$ cat config.mk
export PLATFORM = sky130hd
export DESIGN_NAME = grwd_fifo
export DESIGN_NICKNAME = d
export VERILOG_FILES = /design/src/grwd_fifo.sv
export SDC_FILE = /design/constraint.sdc
export NUM_CORES = 1
export LEC_CHECK = 0
export ABC_AREA = 1
export BUFFER_PORTS_ARGS = -buffer_cell sky130_fd_sc_hd__buf_2
export CAP_MARGIN = 30
export CORE_ASPECT_RATIO = 0.6
export CORE_UTILIZATION = 25
export DETAILED_ROUTE_END_ITERATION = 6
export PLACE_DENSITY_LB_ADDON = 0.15
export SLEW_MARGIN = 10
export SYNTH_ARGS = -nofsm -noshare
export SYNTH_HDL_FRONTEND = slang
export SYNTH_SLANG_ARGS = --single-unit
$ cat constraint.sdc
create_clock -name clk -period 3.2 [get_ports clk]
set_input_delay 0.32 -clock clk [delete_from_list [all_inputs] [get_ports clk]]
set_output_delay 0.32 -clock clk [all_outputs]
set_load 0.1 [all_outputs]
$ cat src/grwd_fifo.sv
// ----------------------------------------------------------------------------
// grwd_fifo
// Short word queue with push/full and pop/empty sides.
// ----------------------------------------------------------------------------
`default_nettype none

module grwd_fifo #(
	parameter int WIDTH = 8,
	parameter int DEPTH = 2
) (
	input  wire logic             clk,
	input  wire logic             arst_n,
	input  wire logic             push,
	input  wire logic [WIDTH-1:0] wdata,
	output logic                  full,
	input  wire logic             pop,
	output logic      [WIDTH-1:0] rdata,
	output logic                  empty
);

	localparam int PW = (DEPTH > 1) ? $clog2(DEPTH) : 1;
	localparam int CW = $clog2(DEPTH + 1);

	logic [WIDTH-1:0] mem_q [DEPTH];
	logic [PW-1:0]    wr_ptr_q;
	logic [PW-1:0]    rd_ptr_q;
	logic [CW-1:0]    count_q;
	logic             do_push;
	logic             do_pop;

	assign full    = (count_q == CW'(DEPTH));
	assign empty   = (count_q == '0);
	assign do_push = push && !full;
	assign do_pop  = pop && !empty;
	assign rdata   = mem_q[rd_ptr_q];

	always_ff @(posedge clk) begin
		if (do_push) begin
			mem_q[wr_ptr_q] <= wdata;
		end
	end

	always_ff @(posedge clk or negedge arst_n) begin
		if (!arst_n) begin
			wr_ptr_q <= '0;
			rd_ptr_q <= '0;
			count_q  <= '0;
		end else begin
			if (do_push) begin
				wr_ptr_q <= (wr_ptr_q == PW'(DEPTH - 1)) ? '0 : wr_ptr_q + 1'b1;
			end
			if (do_pop) begin
				rd_ptr_q <= (rd_ptr_q == PW'(DEPTH - 1)) ? '0 : rd_ptr_q + 1'b1;
			end
			if (do_push && !do_pop) begin
				count_q <= count_q + 1'b1;
			end else if (do_pop && !do_push) begin
				count_q <= count_q - 1'b1;
			end
		end
	end

endmodule

`default_nettype wire

Yosys cells after proc, flatten, opt, wreduce, memory -nomap -nowiden
Memory sizes are Yosys's and may differ from the RTL's.
Index checks and enable logic that the tools add are counted.
Word-level totals
  flip-flop bits (word level): 4
  memory bits (writable): 16
  input port bits: 12
  output and inout port bits: 10
  word-level logic and storage cells: 25
  memories kept: 1
Memories
  mem_q: words 2, width 8, rd ports 1, clocked after memory_dff 0, write ports 1, line 24  | logic [WIDTH-1:0] mem_q [DEPTH];
Cells by class
  add/sub/neg operators: 4
  eq/ne operators: 1
  muxes and demuxes: 6
  reductions and logical operators: 10
Operator list (number)
  1-bit logical AND: 4
  1-bit logical NOT: 4
  1-bit two-way mux: 4
  2-bit two-way mux: 2
  1-bit adder, second input constant: 2
  2-bit by 1-bit adder with 2-bit output, second input constant: 1
  2-bit == test, second input constant: 1
  2-bit logical NOT: 1
  2-bit nonzero test: 1
  2-bit by 1-bit subtractor with 2-bit output, second input constant: 1

Logic depth before layout (Yosys ltp)
Gate-level depths: netlist of run 1.
  word-level depth: 7
  depth in mapped cells: 9

Worst setup path before layout of run 1
Ideal clock, no wire load.
  path type: register to register
  start point: register count_q[0]
  end point: register rd_ptr_q
  setup time: 0.119 ns
  arrival time: 1.981 ns
  data required time: 3.081 ns
  path slack: 1.100 ns
  stages on the path, launching flop included: 4
  clock period less this slack: 2.100 ns
  cells stage by stage: dfrtp_1 nor2_1 nand3b_1 nand2_1
On the way
  word-level cells in the longest chain between the ends: 3
RTL lines
  from (decl): line 27  | logic [CW-1:0] count_q;
  from (signal assigned): line 56  | count_q <= count_q + 1'b1;
  from (signal assigned): line 58  | count_q <= count_q - 1'b1;
  2-bit logical NOT: line 32  | assign empty = (count_q == '0);
  named net empty: line 18  | output logic empty
  1-bit logical NOT: line 34  | assign do_pop = pop && !empty;
  1-bit logical AND: line 34
  to (signal assigned): line 53  | rd_ptr_q <= (rd_ptr_q == PW'(DEPTH - 1)) ? '0 : rd_ptr_q + 1'b1;
  to (decl): line 26  | logic [PW-1:0] rd_ptr_q;
The timed path passes the listed nets, and every way through them passes these cells.
A chain may end at the register's enable or synchronous reset.

Worst setup path in the final report of run 1
  start point: register rd_ptr_q
  end point: output rdata[3]
On the way
  word-level cells in the longest chain between the ends: 1
RTL lines
  memory read 2 x 8 bit
  to (decl): line 17  | output logic [WIDTH-1:0] rdata,
No other way between the ends.

==> impl_metrics.env, run 1 <==
export IMPL_synth_most_common_cell="nand2_1"
export IMPL_drc=0
export IMPL_core_um2=2965
export IMPL_hold_viol=0
export IMPL_yosys_area_share_simple_pct=20.09
export IMPL_period_minus_slack_ns=1.850
export IMPL_synth_compound_area_share_pct=1.236
export IMPL_outcome="complete, no violations"
export IMPL_synth_top_area_cell="edfxtp_1"
export IMPL_grt_pass1_wl_um=2242
export IMPL_rr_worst_depth=3
export IMPL_post_cts_resize_count=0
export IMPL_ant_nets=0
export IMPL_clock_path_buffers=2
export IMPL_ys_ff_latch=20
export IMPL_fillCellCount=324
export IMPL_nNetsFinal=112
export IMPL_async_reset_ff_share_pct=20.00
export IMPL_cp_arrival_ns=1.53
export IMPL_post_cts_buffers=0
export IMPL_yosys_cell_types_count=14
export IMPL_whs_path_depth=1
export IMPL_path_class="flop to primary output"
export IMPL_synth_top_family_by_area="simple AND/OR/NAND/NOR gates"
export IMPL_crit_path_start="rd_ptr_q$_DFFE_PN0P_"
export IMPL_synth_cells=73
export IMPL_synth_area_top_cells="edfxtp_1 (59%), nand2_1 (15%), dfrtp_1 (12%)"
export IMPL_multiInputGateArea_um2=193.9
export IMPL_rsz0062_at_grt="no"
export IMPL_cap_viol_max_count=0
export IMPL_tns_ns=0
export IMPL_critPathLaunchType="flop"
export IMPL_yosysWarningCount=0
export IMPL_syn_area_um2=809.5
export IMPL_hold_path_class="input port to flop"
export IMPL_final_core_util_pct=34.30
export IMPL_drv_slew=0
export IMPL_cts_num_sinks=20
export IMPL_h_tree_depth=1
export IMPL_min_from="wdata[1]"
export IMPL_hpwl_um=1078
export IMPL_area_delta_synth_final_pct=25.66
export IMPL_synth_edff_count=16
export IMPL_drt_wl_total_um=1477
export IMPL_setup_violations=0
export IMPL_max_freq_ghz=0.5406
export IMPL_yosysTopAreaCellShare_pct=59.35
export IMPL_io_buffers=21
export IMPL_cts_made_buffers=3
export IMPL_synthXorXnorAreaFrac_pct=1.082
export IMPL_synthesis_nets=86
export IMPL_grt_pass1_vias=473
export IMPL_rows=15
export IMPL_synth_ff_type="edfxtp_1"
export IMPL_fin_skew_ns=0.003207
export IMPL_cp_max_fo=10
export IMPL_grt_total_usage_pct=9.615
export IMPL_critPathRequiredTime_ns=2.88
export IMPL_clk_latency_ns=0.25
export IMPL_start_util_pct=27.30
export IMPL_ys_seq_area_share_pct=71.72
export IMPL_end_kind="primary output"
export IMPL_relSlewSlack_pct=55.70
export IMPL_routedWlPerCell_um=10.55
export IMPL_grt_max_degree=12
export IMPL_antenna_found_initial=0
export IMPL_grt_ovfl_total=0
export IMPL_avgSynthCellArea_um2=11.09
export IMPL_tritoncts="yes"
export IMPL_tightest_slew_ns=0.6621
export IMPL_diodes=0
export IMPL_seqCellArea_um2=580.6
export IMPL_drive_gt1_share_pct=27.55
export IMPL_drt_iter0_drc=24
export IMPL_drt_vias_per_instance=3.829
export IMPL_synth_area_mux_share_pct=0
export IMPL_die_h_um=46.08
export IMPL_fin_crit_sh_pct=57.81
export IMPL_synth_commonest_cells="nand2_1 (33), edfxtp_1 (16), inv_1 (7)"
export IMPL_drtPass1Iterations=5
export IMPL_gp_congestion=0.7407
export IMPL_yosys_area_share_adder_pct=1.546
export IMPL_io_pins=22
export IMPL_dr_total_vias=536
export IMPL_die_area_um2=3477
export IMPL_r2r_start="count_q[1]$_DFFE_PN0P_"
export IMPL_cts_root_buf="clkbuf_8"
export IMPL_die_x_um=75.47
export IMPL_clk_pin_slew_ns=0.08
## cell type report
cell class | count | share of cell area, %
flip-flops and latches | 20 | 57.07
multi-input cells | 44 | 19.07
clock buffers | 3 | 4.059
repair buffers | 22 | 11.32
well taps | 42 | 5.166
inverters | 8 | 2.952
clock inverters | 1 | 0.3690
## critical path, cell delays in order, from the launching register on
cell and delay (ns):
dfrtp_1 0.51, inv_2 0.21, nand2_1 0.07, nand2_1 0.06, buf_2 0.42
## worst paths after layout
kind	end	slack, ns
max	rdata[3]	1.35
max reg2reg	mem_q[1][3]$_DFFE_PP_	1.68
max in group asynchronous	wr_ptr_q$_DFFE_PN0N_	2.67
min	mem_q[0][1]$_DFFE_PP_	0.25
min in group asynchronous	rd_ptr_q$_DFFE_PN0P_	0.40
min reg2reg	wr_ptr_q$_DFFE_PN0N_	0.49
## per-stage QoR
step                      setup slack [ns]  cells  instance area (µm²)  hold WS, ns
after floorplan                      1.100     73                809.5      0.02441
after global placement               1.615    135                962.2       0.1398
after detailed placement             1.610    135                962.2       0.1398
after CTS                            1.318    140                 1017       0.2459
after global routing                 1.210    140                 1017       0.2389
final                                1.350    140                 1017       0.2519
## flip-flops by register name, summed over array words and instances (netlist names)
name      count
mem_q        16
wr_ptr_q      1
count_q       2
rd_ptr_q      1
## cells in the final DEF, fill, tap and decap left out
cell           instances
nand3_1                1
nor2_1                 2
ha_1                   1
dlygate4sd3_1          1
inv_2                  1
o21ai_0                2
edfxtp_1              16
xnor2_1                1
clkinv_1               1
inv_1                  7
nand3b_1               1
nand4_1                1
nor2_2                 2
nand2_1               33
buf_2                 21
clkbuf_8               3
dfrtp_1                4
## kinds of logic (layout without fill, tap and decap cells)
logic type	after synthesis	in the layout
AOI/OAI and AO/OA	2	2
xor gates and xnor gates	1	1
adders and majority gates	1	1
buffers and inverters	9	34
DFF	20	20
and+or+nand+nor	40	40
## routing by layer
| metal | GRT usage, % | part of all wire, % | wire [µm] |
|---|---|---|---|
| met4 | 2.222 | 0.27 | 4 |
| met2 | 13.21 | 43 | 640 |
| met3 | 5.689 | 6.6 | 97 |
| met1 | 12.88 | 50 | 735 |
| met5 | 0 | 0 | 0 |
## timing repair
item,CTS,global route
endpoints found under the hold margin,4,0
hold buffers,1,0
endpoints found under the setup margin,0,0
Power of run 1 is not shown: default switching activity piles up to over one toggle a cycle in this logic, so the estimate is an artifact.
==> run 2, diff against run 1 <==
==> constraint.sdc (replaced) <==
create_clock -name clk -period 1.95 [get_ports clk]
set_input_delay 0.195 -clock clk [delete_from_list [all_inputs] [get_ports clk]]
set_output_delay 0.195 -clock clk [all_outputs]
set_load 0.1 [all_outputs]
==> run 2 against run 1 <==
Wire length grew 0.88%. Register-to-register slack got worse by 1.2 ns. Core utilization rose by 0.51 points. Clock skew shrank 0.0017 ns. Non-clock buffer count grew 1.
==> impl_metrics.env, run 2 (synthesis gave the netlist of run 1 again) <==
export IMPL_hold_viol=0
export IMPL_clk_pin_slew_ns=0.07
export IMPL_tns_ns=0
export IMPL_core_um2=2965
export IMPL_reg_top3="mem_q: 16 flops, count_q: 2 flops"
export IMPL_area_delta_synth_final_pct=27.51
export IMPL_die_x_um=75.47
export IMPL_fin_crit_sh_pct=87.24
export IMPL_clk_latency_ns=0.25
export IMPL_drtPass1Iterations=4
export IMPL_critPathLaunchType="flop"
export IMPL_nNetsFinal=113
export IMPL_cts_root_buf="clkbuf_8"
export IMPL_grt_max_degree=12
export IMPL_grt_ovfl_total=0
export IMPL_min_to="mem_q[0][7]$_DFFE_PP_"
export IMPL_post_cts_buffers=0
export IMPL_gp_congestion=0.7201
export IMPL_dr_total_vias=544
export IMPL_cts_made_buffers=3
export IMPL_fin_cells=141
export IMPL_die_h_um=46.08
export IMPL_grt_pass1_wl_um=2525
export IMPL_fin_skew_ns=0.001493
export IMPL_min_from="wdata[7]"
export IMPL_drc=0
export IMPL_diodes=0
export IMPL_grt_util_met3_pct=5.908
export IMPL_setup_violations=0
export IMPL_grtUsageMet1_pct=14.86
export IMPL_clock_path_buffers=2
export IMPL_start_util_pct=27.30
export IMPL_outcome="complete, no violations"
export IMPL_cp_max_fo=10
export IMPL_largest_reg_flops=16
export IMPL_whs_path_depth=1
export IMPL_drt_iter0_drc=11
export IMPL_cts_hold_buf=1
export IMPL_final_common_cell="nand2_1"
export IMPL_rows=15
export IMPL_busiest_layer="met2"
export IMPL_grt_total_usage_pct=10.82
export IMPL_end_kind="primary output"
export IMPL_cp_arrival_ns=1.51
export IMPL_routedWlPerCell_um=10.57
export IMPL_drv_slew=0
export IMPL_hold_path_class="input port to flop"
export IMPL_layout_common_cells="nand2_1 (33), buf_2 (21), edfxtp_1 (16)"
export IMPL_path_class="flop to primary output"
export IMPL_period_minus_slack_ns=1.701
export IMPL_cap_viol_max_count=0
export IMPL_tightest_slew_ns=0.4865
export IMPL_rsz0062_at_grt="no"
export IMPL_use_met2_pct=15.00
export IMPL_cts_num_sinks=20
export IMPL_multiInputGateArea_um2=201.4
export IMPL_rrSetupSlack_ns=0.46
export IMPL_relSlewSlack_pct=67.79
export IMPL_critPathRequiredTime_ns=1.75
export IMPL_whs_ns=0.1321
export IMPL_crit_path_start="rd_ptr_q$_DFFE_PN0P_"
export IMPL_grt_pass1_vias=533
export IMPL_seqCellArea_um2=580.6
export IMPL_die_area_um2=3477
export IMPL_drive_gt1_share_pct=29.29
export IMPL_io_buffers=21
export IMPL_top_register="mem_q"
export IMPL_h_tree_depth=1
export IMPL_r2r_start="count_q[0]$_DFFE_PN0P_"
export IMPL_rr_worst_depth=6
export IMPL_drt_vias_per_instance=3.858
export IMPL_post_cts_resize_count=0
export IMPL_io_pins=22
export IMPL_hpwl_um=1184
export IMPL_fillCellCount=318
export IMPL_reg2reg_to="count_q[1]$_DFFE_PN0P_"
export IMPL_tritoncts="yes"
export IMPL_ant_nets=0
export IMPL_antenna_found_initial=0
export IMPL_drt_wl_total_um=1490
export IMPL_max_freq_ghz=0.5878
export IMPL_dp_cells=136
==> run 2: cell count changes in the layout (fill, tap and decap cells not counted), sizes merged <==
| cell | change |
|---|---|
| buf | +1 |
==> run 2: final cells by class <==
class | instances | share of cell area [%]
tap | 42 | 5.091
clock inverter | 1 | 0.3636
sequential | 20 | 56.24
clock buffer | 3 | 4.000
multi-input combinational | 44 | 19.52
timing repair buffer | 23 | 11.88
inverter | 8 | 2.909
==> run 2: metrics by stage <==
step	util, %	worst slack [ns]	instance area, µm²
after floorplan	-	0.2383	817.0
after detailed placement	32.95	0.4769	977.2
after global routing	34.81	0.1185	1032
final	34.81	0.2488	1032
after CTS	34.81	0.2103	1032
after global placement	32.95	0.4685	977.2
==> run 2: worst max path at each step <==
stage	end	slack [ns]
finish	rdata[2]	0.25
global route	rdata[2]	0.12
CTS	rdata[5]	0.21
detailed placement	count_q[1]$_DFFE_PN0P_	0.48
global placement	count_q[1]$_DFFE_PN0P_	0.47
floorplan	count_q[1]$_DFFE_PN0P_	0.24
==> run 2: worst max-delay path, cell delays in order, from the launching register on <==
cell and delay [ns]:
dfrtp_1 0.50, inv_2 0.19, nand2_1 0.06, nand2_1 0.07
buf_2 0.43
==> run 2: routing by layer <==
metal | part of all wire (%) | vias to the layer above
met5 | 0 | -
met4 | 0.54 | 0
met3 | 7.9 | 2
met2 | 39 | 14
met1 | 53 | 242
li1 | - | 286
Power of run 2 is left out for the same reason.
