[config.mk]
export PLATFORM = sky130hd
export DESIGN_NAME = grwd_front
export DESIGN_NICKNAME = d
export VERILOG_FILES = /design/src/grwd_pkg.sv /design/src/grwd_front.sv
export SDC_FILE = /design/constraint.sdc
export NUM_CORES = 1
export LEC_CHECK = 0
export ABC_AREA = 0
export BUFFER_PORTS_ARGS = -buffer_cell sky130_fd_sc_hd__buf_2
export CAP_MARGIN = 20
export CORE_AREA = 2 2 120 122
export CTS_CLUSTER_DIAMETER = 150
export DETAILED_ROUTE_END_ITERATION = 8
export DIE_AREA = 0 0 122 124
export GPL_TIMING_DRIVEN = 1
export PLACE_DENSITY = 0.56
export REMOVE_ABC_BUFFERS = 1
export SLEW_MARGIN = 10
export SYNTH_ARGS = -nofsm -noshare
export SYNTH_HDL_FRONTEND = slang
export SYNTH_SLANG_ARGS = --single-unit
export TNS_END_PERCENT = 50
[constraint.sdc]
create_clock -name clk -period 2.5 [get_ports clk]
set_clock_uncertainty 0.1 [all_clocks]
set_input_delay 0.5 -clock clk [delete_from_list [all_inputs] [get_ports clk]]
set_output_delay 0.5 -clock clk [all_outputs]
set_load 0.03 [all_outputs]
[src/grwd_pkg.sv]
// ----------------------------------------------------------------------------
// grwd_pkg
// Shared widths, codes and word formats of the grid ray wall distance block.
// ----------------------------------------------------------------------------
`default_nettype none

package grwd_pkg;

	localparam int POS_W      = 24;
	localparam int DIR_W      = 16;
	localparam int DIST_W     = 24;
	localparam int DIM_W      = 7;
	localparam int EDIM_W     = 9;
	localparam int TILE_W     = 6;
	localparam int CELL_W     = 18;
	localparam int FC_W       = 25;
	localparam int LINE_W     = 34;
	localparam int PROD_W     = 48;
	localparam int MAG_W      = 17;
	localparam int QPROD_W    = 40;
	localparam int SQ_W       = 50;
	localparam int CNT_W      = 6;
	localparam int DIV_STEPS  = 40;
	localparam int ROOT_STEPS = 25;
	localparam int CFG_IDX_W  = 1;

	localparam logic [DIST_W-1:0] DIST_MAX = {DIST_W{1'b1}};

	localparam logic [CFG_IDX_W-1:0] CFG_GRID_WIDTH  = 1'b0;
	localparam logic [CFG_IDX_W-1:0] CFG_GRID_HEIGHT = 1'b1;

	typedef enum logic [1:0] {
		OP_WRITE = 2'd0,
		OP_QUERY = 2'd1,
		OP_ZERO  = 2'd2
	} op_t;

	typedef struct packed {
		op_t                      op;
		logic                     wr_en;
		logic [TILE_W-1:0]        tile_col;
		logic [TILE_W-1:0]        tile_row;
		logic                     tile_solid;
		logic signed [POS_W-1:0]  pos_x;
		logic signed [POS_W-1:0]  pos_y;
		logic signed [DIR_W-1:0]  dir_x;
		logic signed [DIR_W-1:0]  dir_y;
		logic signed [CELL_W-1:0] cell_x;
		logic signed [CELL_W-1:0] cell_y;
		logic [FC_W-1:0]          fc_x;
		logic [FC_W-1:0]          fc_y;
	} cmd_t;

	typedef struct packed {
		logic signed [LINE_W-1:0] d;
		logic signed [DIR_W-1:0]  fa;
		logic signed [DIR_W-1:0]  fo;
	} dist_req_t;

	typedef struct packed {
		logic              hit_solid;
		logic [DIST_W-1:0] distance;
	} res_t;

endpackage

`default_nettype wire

[src/grwd_front.sv]
// ----------------------------------------------------------------------------
// grwd_front
// Grid size registers and item classification: tile writes, zero-direction
// queries and walking queries with start cell and first crossing distances.
// ----------------------------------------------------------------------------
`default_nettype none

module grwd_front #(
	parameter int MAX_WIDTH  = 64,
	parameter int MAX_HEIGHT = 64,
	parameter int FRAC_BITS  = 16
) (
	input  wire logic                              clk,
	input  wire logic                              arst_n,
	input  wire logic                              cfg_we,
	input  wire logic [grwd_pkg::CFG_IDX_W-1:0]    cfg_index,
	input  wire logic [grwd_pkg::DIM_W-1:0]        cfg_wdata,
	input  wire logic                              kind,
	input  wire logic [grwd_pkg::TILE_W-1:0]       tile_col,
	input  wire logic [grwd_pkg::TILE_W-1:0]       tile_row,
	input  wire logic                              tile_solid,
	input  wire logic signed [grwd_pkg::POS_W-1:0] pos_x,
	input  wire logic signed [grwd_pkg::POS_W-1:0] pos_y,
	input  wire logic signed [grwd_pkg::DIR_W-1:0] dir_x,
	input  wire logic signed [grwd_pkg::DIR_W-1:0] dir_y,
	output grwd_pkg::cmd_t                         cmd,
	output logic [grwd_pkg::EDIM_W-1:0]            gw_eff,
	output logic [grwd_pkg::EDIM_W-1:0]            gh_eff
);

	localparam logic [grwd_pkg::FC_W-1:0] FX_ONE = grwd_pkg::FC_W'(1) << FRAC_BITS;

	logic [grwd_pkg::DIM_W-1:0] gw_q;
	logic [grwd_pkg::DIM_W-1:0] gh_q;
	logic [grwd_pkg::EDIM_W-1:0] gw_ext;
	logic [grwd_pkg::EDIM_W-1:0] gh_ext;
	logic [grwd_pkg::FC_W-1:0]   fr_x;
	logic [grwd_pkg::FC_W-1:0]   fr_y;

	always_ff @(posedge clk or negedge arst_n) begin
		if (!arst_n) begin
			gw_q <= grwd_pkg::DIM_W'(64);
			gh_q <= grwd_pkg::DIM_W'(64);
		end else if (cfg_we) begin
			case (cfg_index)
				grwd_pkg::CFG_GRID_WIDTH:  gw_q <= cfg_wdata;
				grwd_pkg::CFG_GRID_HEIGHT: gh_q <= cfg_wdata;
				default: begin
				end
			endcase
		end
	end

	assign gw_ext = grwd_pkg::EDIM_W'(gw_q);
	assign gh_ext = grwd_pkg::EDIM_W'(gh_q);

	assign gw_eff = (gw_q == '0) ? grwd_pkg::EDIM_W'(1)
		: (gw_ext > grwd_pkg::EDIM_W'(MAX_WIDTH)) ? grwd_pkg::EDIM_W'(MAX_WIDTH) : gw_ext;
	assign gh_eff = (gh_q == '0) ? grwd_pkg::EDIM_W'(1)
		: (gh_ext > grwd_pkg::EDIM_W'(MAX_HEIGHT)) ? grwd_pkg::EDIM_W'(MAX_HEIGHT) : gh_ext;

	assign fr_x = grwd_pkg::FC_W'(pos_x[FRAC_BITS-1:0]);
	assign fr_y = grwd_pkg::FC_W'(pos_y[FRAC_BITS-1:0]);

	always_comb begin
		if (!kind) begin
			cmd.op = grwd_pkg::OP_WRITE;
		end else if (dir_x == '0 && dir_y == '0) begin
			cmd.op = grwd_pkg::OP_ZERO;
		end else begin
			cmd.op = grwd_pkg::OP_QUERY;
		end
		cmd.wr_en      = (grwd_pkg::EDIM_W'(tile_col) < gw_eff)
			&& (grwd_pkg::EDIM_W'(tile_row) < gh_eff);
		cmd.tile_col   = tile_col;
		cmd.tile_row   = tile_row;
		cmd.tile_solid = tile_solid;
		cmd.pos_x      = pos_x;
		cmd.pos_y      = pos_y;
		cmd.dir_x      = dir_x;
		cmd.dir_y      = dir_y;
		cmd.cell_x     = grwd_pkg::CELL_W'(pos_x >>> FRAC_BITS);
		cmd.cell_y     = grwd_pkg::CELL_W'(pos_y >>> FRAC_BITS);
		cmd.fc_x       = !dir_x[grwd_pkg::DIR_W-1] ? (FX_ONE - fr_x)
			: ((fr_x != '0) ? fr_x : FX_ONE);
		cmd.fc_y       = !dir_y[grwd_pkg::DIR_W-1] ? (FX_ONE - fr_y)
			: ((fr_y != '0) ? fr_y : FX_ONE);
	end

endmodule

`default_nettype wire

After elaboration in Yosys (flattened, before gate mapping)
Cells that the tools add are included.

$lt $le $gt $ge: 4. Mux-type cells: 10. $add $sub $neg: 2. Reduce and logical (&&, ||, !) cells: 10. Bitwise operators: 1.

Operator list (number): 2-to-1 mux 25 bit (2); nonzero test 25 bit (2); subtractor 17 x 16 -> 18 bit (first input constant) (2); 2-to-1 mux 17 bit (2); logical NOT 16 bit (2); 2-to-1 mux 7 bit (4); greater-than comparator 7 bit (second input constant) (2); logical NOT 7 bit (2); less-than comparator 6 x 7 -> 1 bit (2); 2-to-1 mux 2 bit (2); AND reduction 2 bit (2); logical AND 1 bit (2); inverter 1 bit (1).

Register bits after elaboration: 14. Bits of input ports: 105. Logic and storage cells: 29.

Logic depth before layout (Yosys ltp)
Gate-level depths: netlist (run 1).

Depth in word-level cells: 5. Gate-level depth with buffers: 7. Mapped depth without buffers: 6.

Worst setup path before layout (run 1)
No wires, ideal clock.

Kind: input port to output port. From: input port pos_x[13] (netlist bit). To: output port cmd[25] (netlist bit). Arrival time: 2.096 ns. Buffers on the path: 0. Stages: 4. Slack: -0.196 ns. Required time: 1.900 ns. Cell sequence: or4_4 or4_4 nor3_4 a21oi_1.

RTL lines: start: declaration (line grwd_front.sv:22) `input wire logic signed [grwd_pkg::POS_W-1:0] pos_x,`; end: declaration (line grwd_front.sv:26) `output grwd_pkg::cmd_t cmd,`.

==> results by group, run 1 <==
Power and ir drop
  – VDD IR max: 0.0003098 V
  – PD cells: 435.5 nW/µm²
  – Switch Pwr: 0.0008004 W
  – Internal power: around 0.00092 W
  – Switching share of power: ~47%
  – Sequential share of power: about 18%
  – Comb pwr share: between 60% and 70%
  – Clock share of power: around a fifth
  – P_leak: 2.089 nW

Final layout
  – Area delta synth->final: 38.03%
  – Post-route cell area: 3946 µm²
  – Nets: 606
  – Layout cell share with drive strength beyond 1: approximately 67%
  – Core Util, Final: between 20% and 30%
  – Most frequent cells in the layout: buf_2, buf_4, nor2_1
  – Final instance count without filler cells: around 670
  – # diodes: 0
  – Most common cell after layout, fill and taps aside: buf_2

Critical path
  – R2r endpoint: gw_q[6]
  – CP Capture Type: output port
  – Crit Path Max Fanout: 3
  – FF-to-FF path depth: 2
  – CP arrival: ~2.0 ns
  – Flop2flop setup slack: 1.53 ns
  – Crit path from: pos_y[13]
  – Reg2Reg Launch Point: gw_q[6]
  – Critical path class: in2out
  – Worst EP required: 1.90 ns
  – Critical path startpoint category: primary input

Detailed routing
  – Wirelength per Cell: 16.34 µm
  – Number of DRC markers in iteration 0: 71
  – Via count: approximately 2,800
  – DRC errors left: 0
  – Antenna-violating nets left: 0
  – Via/cell ratio: around 4.2
  – Drt pass-1 iters: 4
  – Routed wire length: between 10 and 15 mm

STA
  – Period utilization: 105.4%
  – Tmin final: approximately 2.6 ns
  – Fmax: approximately 380 MHz
  – Hold slack: about 0.047 ns
  – Final WS setup: -0.1362 ns
  – Tightest Pin Transition: between 0.6 and 0.7 ns
  – Max Slew Vio Count: 0
  – Final setup TNS: -1.515 ns
  – RSZ-0062 raised after global routing: yes
  – Slew margin rel.: 59.21%
  – Final hold vios: 0
  – Final Setup Violations: 20

Global route
  – First-pass GRT wire length: 14.84 mm
  – Initial antenna violation count: 1
  – Vias in the first global route: 2,628
  – Total grt overflow: 0
  – Largest net degree at the start of global routing: 15
  – Total GRT Usage: about an eighth

Floorplanning
  – Initial Util: around a fifth
  – Top Ports: just over 300
  – Die H: approximately 120 µm
  – Core area: ~14,000 µm²
  – FP Rows: 43
  – Die width: approximately 120 µm
  – Die area: 15,130 µm²

Yosys
  – Sequential share of the synthesized area: about 12%
  – Main flop type after synthesis: dfrtp_1
  – Synth Instances: approximately 360
  – Count of different cell masters after synthesis: 39
  – Seq cells post-synth: 14
  – Synth Area per Inst: roughly 8 µm²
  – Post-synth EDFFs: 0
  – YS warnings: 0
  – Synth async-reset ratio: 100.0%
  – Mapped Area: about 2900 µm²

Outcome
  – Status: finished with violations
  – Violated checks: negative setup slack

Clocking
  – Clock transition at path regs: ~0.05 ns
  – Clk sinks: 14
  – H-tree levels: 1
  – Hold buffer count at CTS: 0
  – Root Buffer: clkbuf_16
  – Clock Latency Late Sink: ~0.24 ns
  – Clock Path Buffers: 2
  – CTS tree: yes
  – Num CTS Buffers: 3

Flow run
  – Max Cap Violations: 0

Placed design
  – Post-DP HPWL: between 9 and 10 mm
  – Area after DPL: between 3000 and 4000 µm²
  – Port Buffers: between 200 and 250
  – Placed cells: 653
  – GPL Wtd Cong: ~0.9

Worst hold path
  – Hold WC Path Type: in2async
==> cell type report <==
class	instances	area (µm²)
clock buffer	4	88.84
fill	1512	9773
inverter	18	77.57
multi-input combinational	189	1593
sequential	14	352.8
tap	180	225.2
timing repair buffer	263	1609
==> worst max-delay path: stages <==
cell and delay [ns]:
buf_6 0.09, or4_4 0.53, or4_4 0.44, nor3_4 0.20
a21oi_1 0.10, buf_4 0.17
==> logic make-up (layout without fill, tap and decap cells) <==
family / after synthesis / count (layout) / share of synthesized area, %
buffers and inverters: 174 / 285 / 42.41
and+or+nand+nor: 80 / 80 / 17.77
AOI/OAI and AO/OA: 35 / 35 / 8.009
xor gates and xnor gates: 28 / 28 / 8.577
muxes: 14 / 14 / 5.514
DFF: 14 / 14 / 12.34
adders and majority gates: 12 / 12 / 5.252
other: 1 / 20 / 0.1312
==> worst max path at each step <==
| stage | to | depth (start not counted) |
|---|---|---|
| floorplan | cmd[25] | 4 |
| global placement | cmd[14] | 7 |
| detailed placement | cmd[14] | 7 |
| CTS | cmd[26] | 6 |
| global route | cmd[0] | 6 |
| finish | cmd[0] | 6 |
==> state kept, by name (all words and copies together) (netlist names) <==
register	flops
gh_q	7
gw_q	7
==> repair_timing <==
item | in CTS | in global routing
setup endpoints to repair | 24 | 26
setup buffers | 4 | 7
resized for setup | 44 | 45
pin swaps | 6 | 19
==> power by group through the flow <==
| stage | sequential, W | combinational, W | clock [W] |
|---|---|---|---|
| after floorplan | 0.000301 | 0.000441 | 0 |
| after global placement | 0.000299 | 0.000955 | 0 |
| after detailed placement | 0.000299 | 0.000958 | 0 |
| after CTS | 0.000296 | 0.00101 | 0.000336 |
| after global routing | 0.000306 | 0.00116 | 0.000346 |
| final | 0.000300 | 0.00108 | 0.000335 |
==> stage by stage <==
step / setup WS [ns] / total power, W
after floorplan: -0.1961 / 0.0007418
after global placement: -0.2227 / 0.001255
after detailed placement: -0.1999 / 0.001256
after CTS: -0.1410 / 0.001638
after global routing: -0.1793 / 0.001808
final: -0.1362 / 0.001718
==> Yosys cell counts (2+ instances only) <==
master	instances	area share, %
buf_4	149	39
nor2_1	25	3.3
a21oi_1	19	3.3
inv_1	18	2.4
xor2_1	18	5.5
mux2_2	14	5.5
dfrtp_1	12	11
ha_1	12	5.3
nand2b_1	10	2.2
xnor2_1	10	3.1
nor3_1	9	1.6
nor4_1	8	1.8
clkbuf_1	7	0.92
or4_4	6	2.4
nand2_1	4	0.53
o31ai_1	4	1.1
o41ai_1	3	0.92
dfstp_2	2	1.8
nand4_1	2	0.44
nor2b_1	2	0.44
nor3_4	2	1.1
o21ai_0	2	0.35
or2_2	2	0.44
or3_1	2	0.44
or4b_4	2	0.96
==> layer usage <==
layer / global-route usage (%) / wire length [µm] / up-vias
li1: - / - / 1297
met1: 15.43 / 4174 / 1265
met2: 19.34 / 4700 / 220
met3: 7.051 / 1646 / 27
met4: 3.520 / 276 / 5
met5: 5.208 / 115 / -
Power figures use the tool's default switching activity.
==> run 2, diff against run 1 <==
clock period = 2.7 ns   (was 2.5 ns; I/O delays follow)
==> run 2 against run 1 <==
  * The run still ends with negative setup slack left
  * Sequential share of layout area increased by 0.56 points
  * Flip-flop and latch count unchanged
  * Setup slack improved by 0.067 ns
  * Sequential power decreased by 8.3%
  * Clock-buffer cell count decreased by 1
  * Critical path type unchanged
  * Total power decreased by 13%
  * Register-to-register slack improved by 0.19 ns
  * Critical endpoint is now cmd[26]
==> results by group, run 2 (synthesis gave the netlist of run 1 again) <==
Final layout
  – Most common cell after layout, fill and taps aside: buf_2 (unchanged)
  – # diodes: 0 (unchanged)
  – Nets: 599 (was 606)
  – Register area: 352.8 µm² (unchanged)
  – Final instance count without filler cells: 660 (was 668)
  – Most frequent cells in the layout: buf_2, buf_4, nor2_1 (unchanged)
  – Multi-input gate area: 1491 µm² (was 1593 µm²)
  – Layout cell share with drive strength beyond 1: 64.38% (was 67.42%)
  – FILL cells: 1,518 (was 1,512)
  – Top flop regs: gh_q x7, gw_q x7 (unchanged)
  – Area delta synth->final: 29.93% (was 38.03%)

Critical path
  – FF-to-FF path depth: 2 (unchanged)
  – Worst EP required: 2.06 ns (was 1.90 ns)
  – R2r endpoint: gh_q[6] (was gw_q[6])
  – Critical path's slowest cell: or4_4 (unchanged)
  – CP bufs+invs: 2 (unchanged)
  – Flop2flop setup slack: 1.72 ns (was 1.53 ns)
  – CP Capture Type: output port (unchanged)
  – CP arrival: 2.13 ns (was 2.04 ns)
  – Most used cell, CP: or4_4 (unchanged)
  – Critical path class: in2out (unchanged)
  – Critical path cell sequence: buf_6, or4_4, or4_4, nor3_4, o31ai_1, buf_4 (was buf_6, or4_4, or4_4, nor3_4, a21oi_1, buf_4)
  – Critical path startpoint category: primary input (unchanged)
  – Crit Path Max Fanout: 3 (unchanged)
  – Reg2Reg Launch Point: gh_q[6] (was gw_q[6])
  – Delay-heaviest family, CP: simple AND/OR/NAND/NOR gates (unchanged)
  – CP peak stage delay: 0.53 ns (about the same)

Clocking
  – Clock transition at path regs: 0.05 ns (about the same)
  – Root Buffer: clkbuf_16 (unchanged)
  – H-tree levels: 1 (unchanged)
  – Clock Path Buffers: 2 (unchanged)
  – Clock Latency Late Sink: 0.24 ns (about the same)
  – Clk sinks: 14 (unchanged)
  – CTS tree: yes (unchanged)
  – Hold buffer count at CTS: 0 (unchanged)
  – Num CTS Buffers: 3 (unchanged)

Floorplanning
  – FP Rows: 43 (unchanged)
  – Die width: 122 µm (unchanged)
  – Top Ports: 305 (unchanged)
  – Core area: 13,720 µm² (unchanged)
  – Initial Util: 20.84% (unchanged)
  – Die area: 15,130 µm² (unchanged)
  – Die H: 124 µm (unchanged)

Detailed routing
  – Routed wire length: 10.89 mm (was 10.91 mm)
  – Number of DRC markers in iteration 0: 96 (was 71)
  – Wirelength per Cell: 16.50 µm (was 16.34 µm)
  – Via count: 2,780 (was 2,814)
  – Antenna-violating nets left: 0 (unchanged)
  – DRC errors left: 0 (unchanged)
  – Via/cell ratio: 4.212 (was 4.213)
  – Drt pass-1 iters: 4 (unchanged)

Global route
  – Total GRT Usage: 12.49% (was 12.86%)
  – Largest net degree at the start of global routing: 15 (unchanged)
  – Vias in the first global route: 2,506 (was 2,628)
  – Initial antenna violation count: 1 (unchanged)
  – Total grt overflow: 0 (unchanged)
  – First-pass GRT wire length: 14.26 mm (was 14.84 mm)

STA
  – Period utilization: 102.6%
  – RSZ-0062 raised after global routing: yes (unchanged)
  – Final WS setup: -0.06897 ns (was -0.1362 ns)
  – Final hold vios: 0 (unchanged)
  – Final Setup Violations: 6 (was 20)
  – Max Slew Vio Count: 0 (unchanged)
  – Hold slack: 0.08855 ns (was 0.04672 ns)
  – Tightest Pin Transition: 0.6351 ns (was 0.6106 ns)
  – Fmax: between 300 and 400 MHz
  – Tmin final: ~2.8 ns
  – Slew margin rel.: 57.57% (was 59.21%)

Outcome
  – Violated checks: negative setup slack (unchanged)
  – Status: finished with violations (unchanged)

Placed design
  – Post-DP HPWL: 9.436 mm (was 9.427 mm)
  – Placement Setup Slack: -0.1060 ns (was -0.1999 ns)
  – GPL Wtd Cong: 0.8875 (was 0.8769)
  – Placed cells: 648 (was 653)
  – Port Buffers: 214 (unchanged)

Power and ir drop
  – PD cells: 404.1 nW/µm² (was 435.5 nW/µm²)
  – VDD IR max: 0.0002910 V (was 0.0003098 V)
  – P_leak: 1.987 nW (was 2.089 nW)

Flow run
  – Max Cap Violations: 0 (unchanged)

Worst hold path
  – Hold WC Path Type: in2async (unchanged)
run 2: layout make-up:
class / instances / share of cell area, %
Tap cell: 180 / 6.063
Inverter: 18 / 2.021
Multi-Input combinational cell: 189 / 40.15
Clock buffer: 3 / 2.021
Sequential cell: 14 / 9.498
Timing Repair Buffer: 256 / 40.25
run 2: per-layer routing:
| layer | global-route usage [%] | share of wire [%] | vias up |
|---|---|---|---|
| met2 | 18.75 | 43 | 205 |
| met4 | 2.802 | 1.3 | 5 |
| met5 | 5.208 | 1.1 | - |
| met3 | 6.868 | 15 | 15 |
| li1 | - | - | 1281 |
| met1 | 15.24 | 40 | 1274 |
run 2: worst reg2reg max path: stages (launching register included):
cell     delay [ns]
dfstp_2        0.57
buf_4          0.13
mux2_2         0.13
run 2: repair_timing:
action | in CTS | in global routing
endpoints found under the setup margin | 18 | 22
resized for setup | 15 | 46
pin swaps | 2 | 15
buffers inserted | 3 | 6
run 2: worst max path at each step:
stage | startpoint | endpoint | slack, ns | cells past startpoint
detailed placement | pos_y[0] | cmd[14] | -0.11 | 8
global route | pos_x[13] | cmd[26] | -0.1 | 6
floorplan | pos_x[13] | cmd[25] | -0.08 | 4
CTS | pos_x[13] | cmd[25] | -0.05 | 6
finish | pos_x[13] | cmd[26] | -0.07 | 6
global placement | pos_y[0] | cmd[14] | -0.09 | 8
run 2: power breakdown:
group / internal [W] / switching, W / total (W)
sequential: 0.000245 / 0.0000293 / 0.000275
clock: 0.000194 / 0.0000850 / 0.000279
combinational: 0.000341 / 0.000607 / 0.000948
total: 0.000780 / 0.000721 / 0.00150
run 2: stage by stage:
stage               instance area (µm²)  utilization, %   power, W  TNS (ns)
floorplan                          1785               -  0.0006869   -0.2685
finish                             3715           27.08   0.001501   -0.2116
global route                       3715           27.08   0.001583   -0.4167
CTS                                3498           25.50   0.001455   -0.1660
detailed placement                 3329           24.27   0.001157   -0.7278
global placement                   3329           24.27   0.001154   -0.6275
==> run 3, diff against run 2 <==
--- a/config.mk
+++ b/config.mk
@@ -7,3 +7,2 @@
 export LEC_CHECK = 0
-export ABC_AREA = 0
 export BUFFER_PORTS_ARGS = -buffer_cell sky130_fd_sc_hd__buf_2
@@ -11,3 +10,2 @@
 export CORE_AREA = 2 2 120 122
-export CTS_CLUSTER_DIAMETER = 150
 export DETAILED_ROUTE_END_ITERATION = 8
==> constraint.sdc (replaced) <==
create_clock -name clk -period 2.7 [get_ports clk]
set_clock_uncertainty 0.1 [all_clocks]
set_input_delay 0.27 -clock clk [delete_from_list [all_inputs] [get_ports clk]]
set_output_delay 0.27 -clock clk [all_outputs]
set_load 0.03 [all_outputs]
==> run 3 against run 2 <==
  * The run now ends clean
  * Fmax up 12%
  * Combinational power down 12%
  * Critical path type is now reg2out
  * Largest power group unchanged
  * Clock power up 13%
  * Final area down 14%
  * Flip-flop and latch count unchanged
  * Sequential power about the same
  * Critical endpoint is now cmd[179]
  * Utilization down 3.9 points
==> results by group, run 3 (synthesis gave the netlist of run 1 again) <==
Critical path
  – Delay-heaviest family, CP: compound AO/OA/AOI/OAI gates (was simple AND/OR/NAND/NOR gates)
  – Worst EP required: 2.33 ns (was 2.06 ns)
  – CP Capture Type: output port (unchanged)
  – Flop2flop setup slack: 1.77 ns (was 1.72 ns)
  – Critical path's slowest cell: dfstp_2 (was or4_4)
  – Crit Path Max Fanout: 10 (was 3)
  – CP peak stage delay: 0.59 ns (was 0.53 ns)
  – CP arrival: 2.11 ns (was 2.13 ns)
  – Crit path from: gh_q[6] (was pos_x[13])
  – R2r endpoint: gw_q[6] (was gh_q[6])
  – Critical path class: reg2out (was in2out)
  – FF-to-FF path depth: 1 (was 2)
  – CP bufs+invs: 1 (was 2)
  – Reg2Reg Launch Point: gw_q[6] (was gh_q[6])
  – Critical path cell sequence: nand2b_1, ha_1, a211o_1, o221ai_1, o311a_1, buf_2 (was buf_6, or4_4, or4_4, nor3_4, o31ai_1, buf_4)
  – Critical path startpoint category: flop (was primary input)

Power and ir drop
  – Switch Pwr: 0.0006946 W (was 0.0007212 W)
  – Clock share of power: 22.0% (was 18.6%)
  – Internal power: 0.0007321 W (was 0.0007802 W)
  – Design Power: 0.001427 W (was 0.001501 W)
  – Switching share of power: 48.69% (was 48.04%)
  – Sequential share of power: 19.4% (was 18.3%)
  – VDD IR max: 0.0002386 V (was 0.0002910 V)
  – Comb pwr share: 58.6% (was 63.1%)
  – PD cells: 448.6 nW/µm² (was 404.1 nW/µm²)
  – P_leak: 1.722 nW (was 1.987 nW)

Floorplanning
  – Die width: 122 µm (unchanged)
  – Top Ports: 305 (unchanged)
  – FP Rows: 43 (unchanged)
  – Core area: 13,720 µm² (unchanged)
  – Initial Util: 20.84% (unchanged)
  – Die H: 124 µm (unchanged)
  – Die area: 15,130 µm² (unchanged)

Detailed routing
  – Number of DRC markers in iteration 0: 64 (was 96)
  – Via/cell ratio: 4.215 (was 4.212)
  – Routed wire length: 10.23 mm (was 10.89 mm)
  – DRC errors left: 0 (unchanged)
  – Drt pass-1 iters: 4 (unchanged)
  – Antenna-violating nets left: 0 (unchanged)
  – Via count: 2,613 (was 2,780)
  – Wirelength per Cell: 16.50 µm (about the same)

Final layout
  – Area delta synth->final: 11.25% (was 29.93%)
  – Top flop regs: gh_q x7, gw_q x7 (unchanged)
  – Most common cell after layout, fill and taps aside: buf_2 (unchanged)
  – Layout cell share with drive strength beyond 1: 56.59% (was 64.38%)
  – # diodes: 0 (unchanged)
  – Nets: 558 (was 599)
  – Most frequent cells in the layout: buf_2, nor2_1, conb_1 (was buf_2, buf_4, nor2_1)

Global route
  – Met2 Track Usage GR: 18.02% (was 18.75%)
  – Vias in the first global route: 2,353 (was 2,506)
  – Total grt overflow: 0 (unchanged)
  – Initial antenna violation count: 1 (unchanged)
  – Total GRT Usage: 12.43% (was 12.49%)
  – Met1 Use GR: 14.87% (was 15.24%)
  – Met3 Track Usage GR: 8.562% (was 6.868%)
  – Largest net degree at the start of global routing: 15 (unchanged)
  – Global route hottest layer: met2 (unchanged)
  – First-pass GRT wire length: 14.17 mm (was 14.26 mm)

Clocking
  – Post-CTS resize count: 0 (was 15)
  – H-tree levels: 1 (unchanged)
  – Clock transition at path regs: 0.05 ns (about the same)
  – Root Buffer: clkbuf_16 (unchanged)
  – Clock Latency Late Sink: 0.25 ns (was 0.24 ns)
  – CTS tree: yes (unchanged)
  – Clock Path Buffers: 2 (unchanged)
  – Num CTS Buffers: 3 (unchanged)
  – Clk sinks: 14 (unchanged)

Outcome
  – Status: finished clean (was finished with violations)

STA
  – Tightest Pin Transition: 0.6157 ns (was 0.6351 ns)
  – Final Setup Violations: 0 (was 6)
  – Final setup TNS: 0 ns (was -0.2116 ns)
  – Period utilization: 91.96% (was 102.6%)
  – Final hold vios: 0 (unchanged)
  – Tmin final: 2.483 ns (was 2.769 ns)
  – Fmax: 402.7 MHz (was 361.1 MHz)
  – RSZ-0062 raised after global routing: no (was yes)
  – Slew margin rel.: 58.87% (was 57.57%)
  – Max Slew Vio Count: 0 (unchanged)

Placed design
  – GPL Wtd Cong: 0.8539 (was 0.8875)
  – Port Buffers: 214 (unchanged)
  – Post-DP HPWL: 9.160 mm (was 9.436 mm)

Worst hold path
  – Hold depth: 2
  – Worst hold path startpoint: cfg_wdata[3]
  – Hold WC Path Type: in2reg (was in2async)
  – Hold path endpoint: gh_q[3]

Flow run
  – Max Cap Violations: 0 (unchanged)
## run 3: cell types whose count changed in the layout (fill, tap and decap cells not counted), moves of 3 or more
cell / delta
buf_6: -11
inv_1: +4
buf_4: -52
a21oi_2: -3
buf_2: +24
o41ai_1: +3
a21oi_1: +3
## run 3: stage by stage
step / worst slack [ns] / utilization [%] / cells / hold WS [ns] / instance area (µm²)
global placement: 0.4065 / 22.46 / 615 / 0.08881 / 3082
finish: 0.2170 / 23.18 / 620 / 0.1700 / 3181
CTS: 0.1957 / 23.18 / 620 / 0.1687 / 3181
global route: 0.1064 / 23.18 / 620 / 0.1796 / 3181
floorplan: 0.4639 / - / 221 / -0.1256 / 1785
detailed placement: 0.4050 / 22.46 / 615 / 0.09236 / 3082
## run 3: worst max path at each step
stage | end | slack, ns | depth (start not counted)
finish | cmd[179] | 0.22 | 6
CTS | cmd[179] | 0.20 | 6
global placement | cmd[37] | 0.41 | 8
global route | cmd[179] | 0.11 | 6
floorplan | cmd[25] | 0.46 | 4
detailed placement | cmd[33] | 0.41 | 7
## run 3: final cells by class
cell class / count / area [µm²]
flip-flops and latches: 14 / 352.8
clock buffers: 4 / 88.84
well taps: 180 / 225.2
repair buffers: 215 / 1081
multi-input cells: 189 / 1365
fillers: 1580 / 10540
inverters: 18 / 67.56
## run 3: timing repair
item                                    CTS  global route
hold buffers                              1             0
setup buffers                             0             0
endpoints found under the setup margin    0             0
endpoints found under the hold margin    12             0
## run 3: power by group through the flow
stage | logic, W | registers, W | clock network [W]
floorplan | 0.000408 | 0.000279 | 0
global placement | 0.000839 | 0.000280 | 0
detailed placement | 0.000838 | 0.000281 | 0
CTS | 0.000842 | 0.000277 | 0.000319
global route | 0.000897 | 0.000285 | 0.000329
finish | 0.000835 | 0.000277 | 0.000315
## run 3: routing by layer
metal	vias up	part of all wire (%)
li1	1201	-
met1	1187	40
met2	206	41
met3	14	17
met4	5	0.76
met5	-	1.1
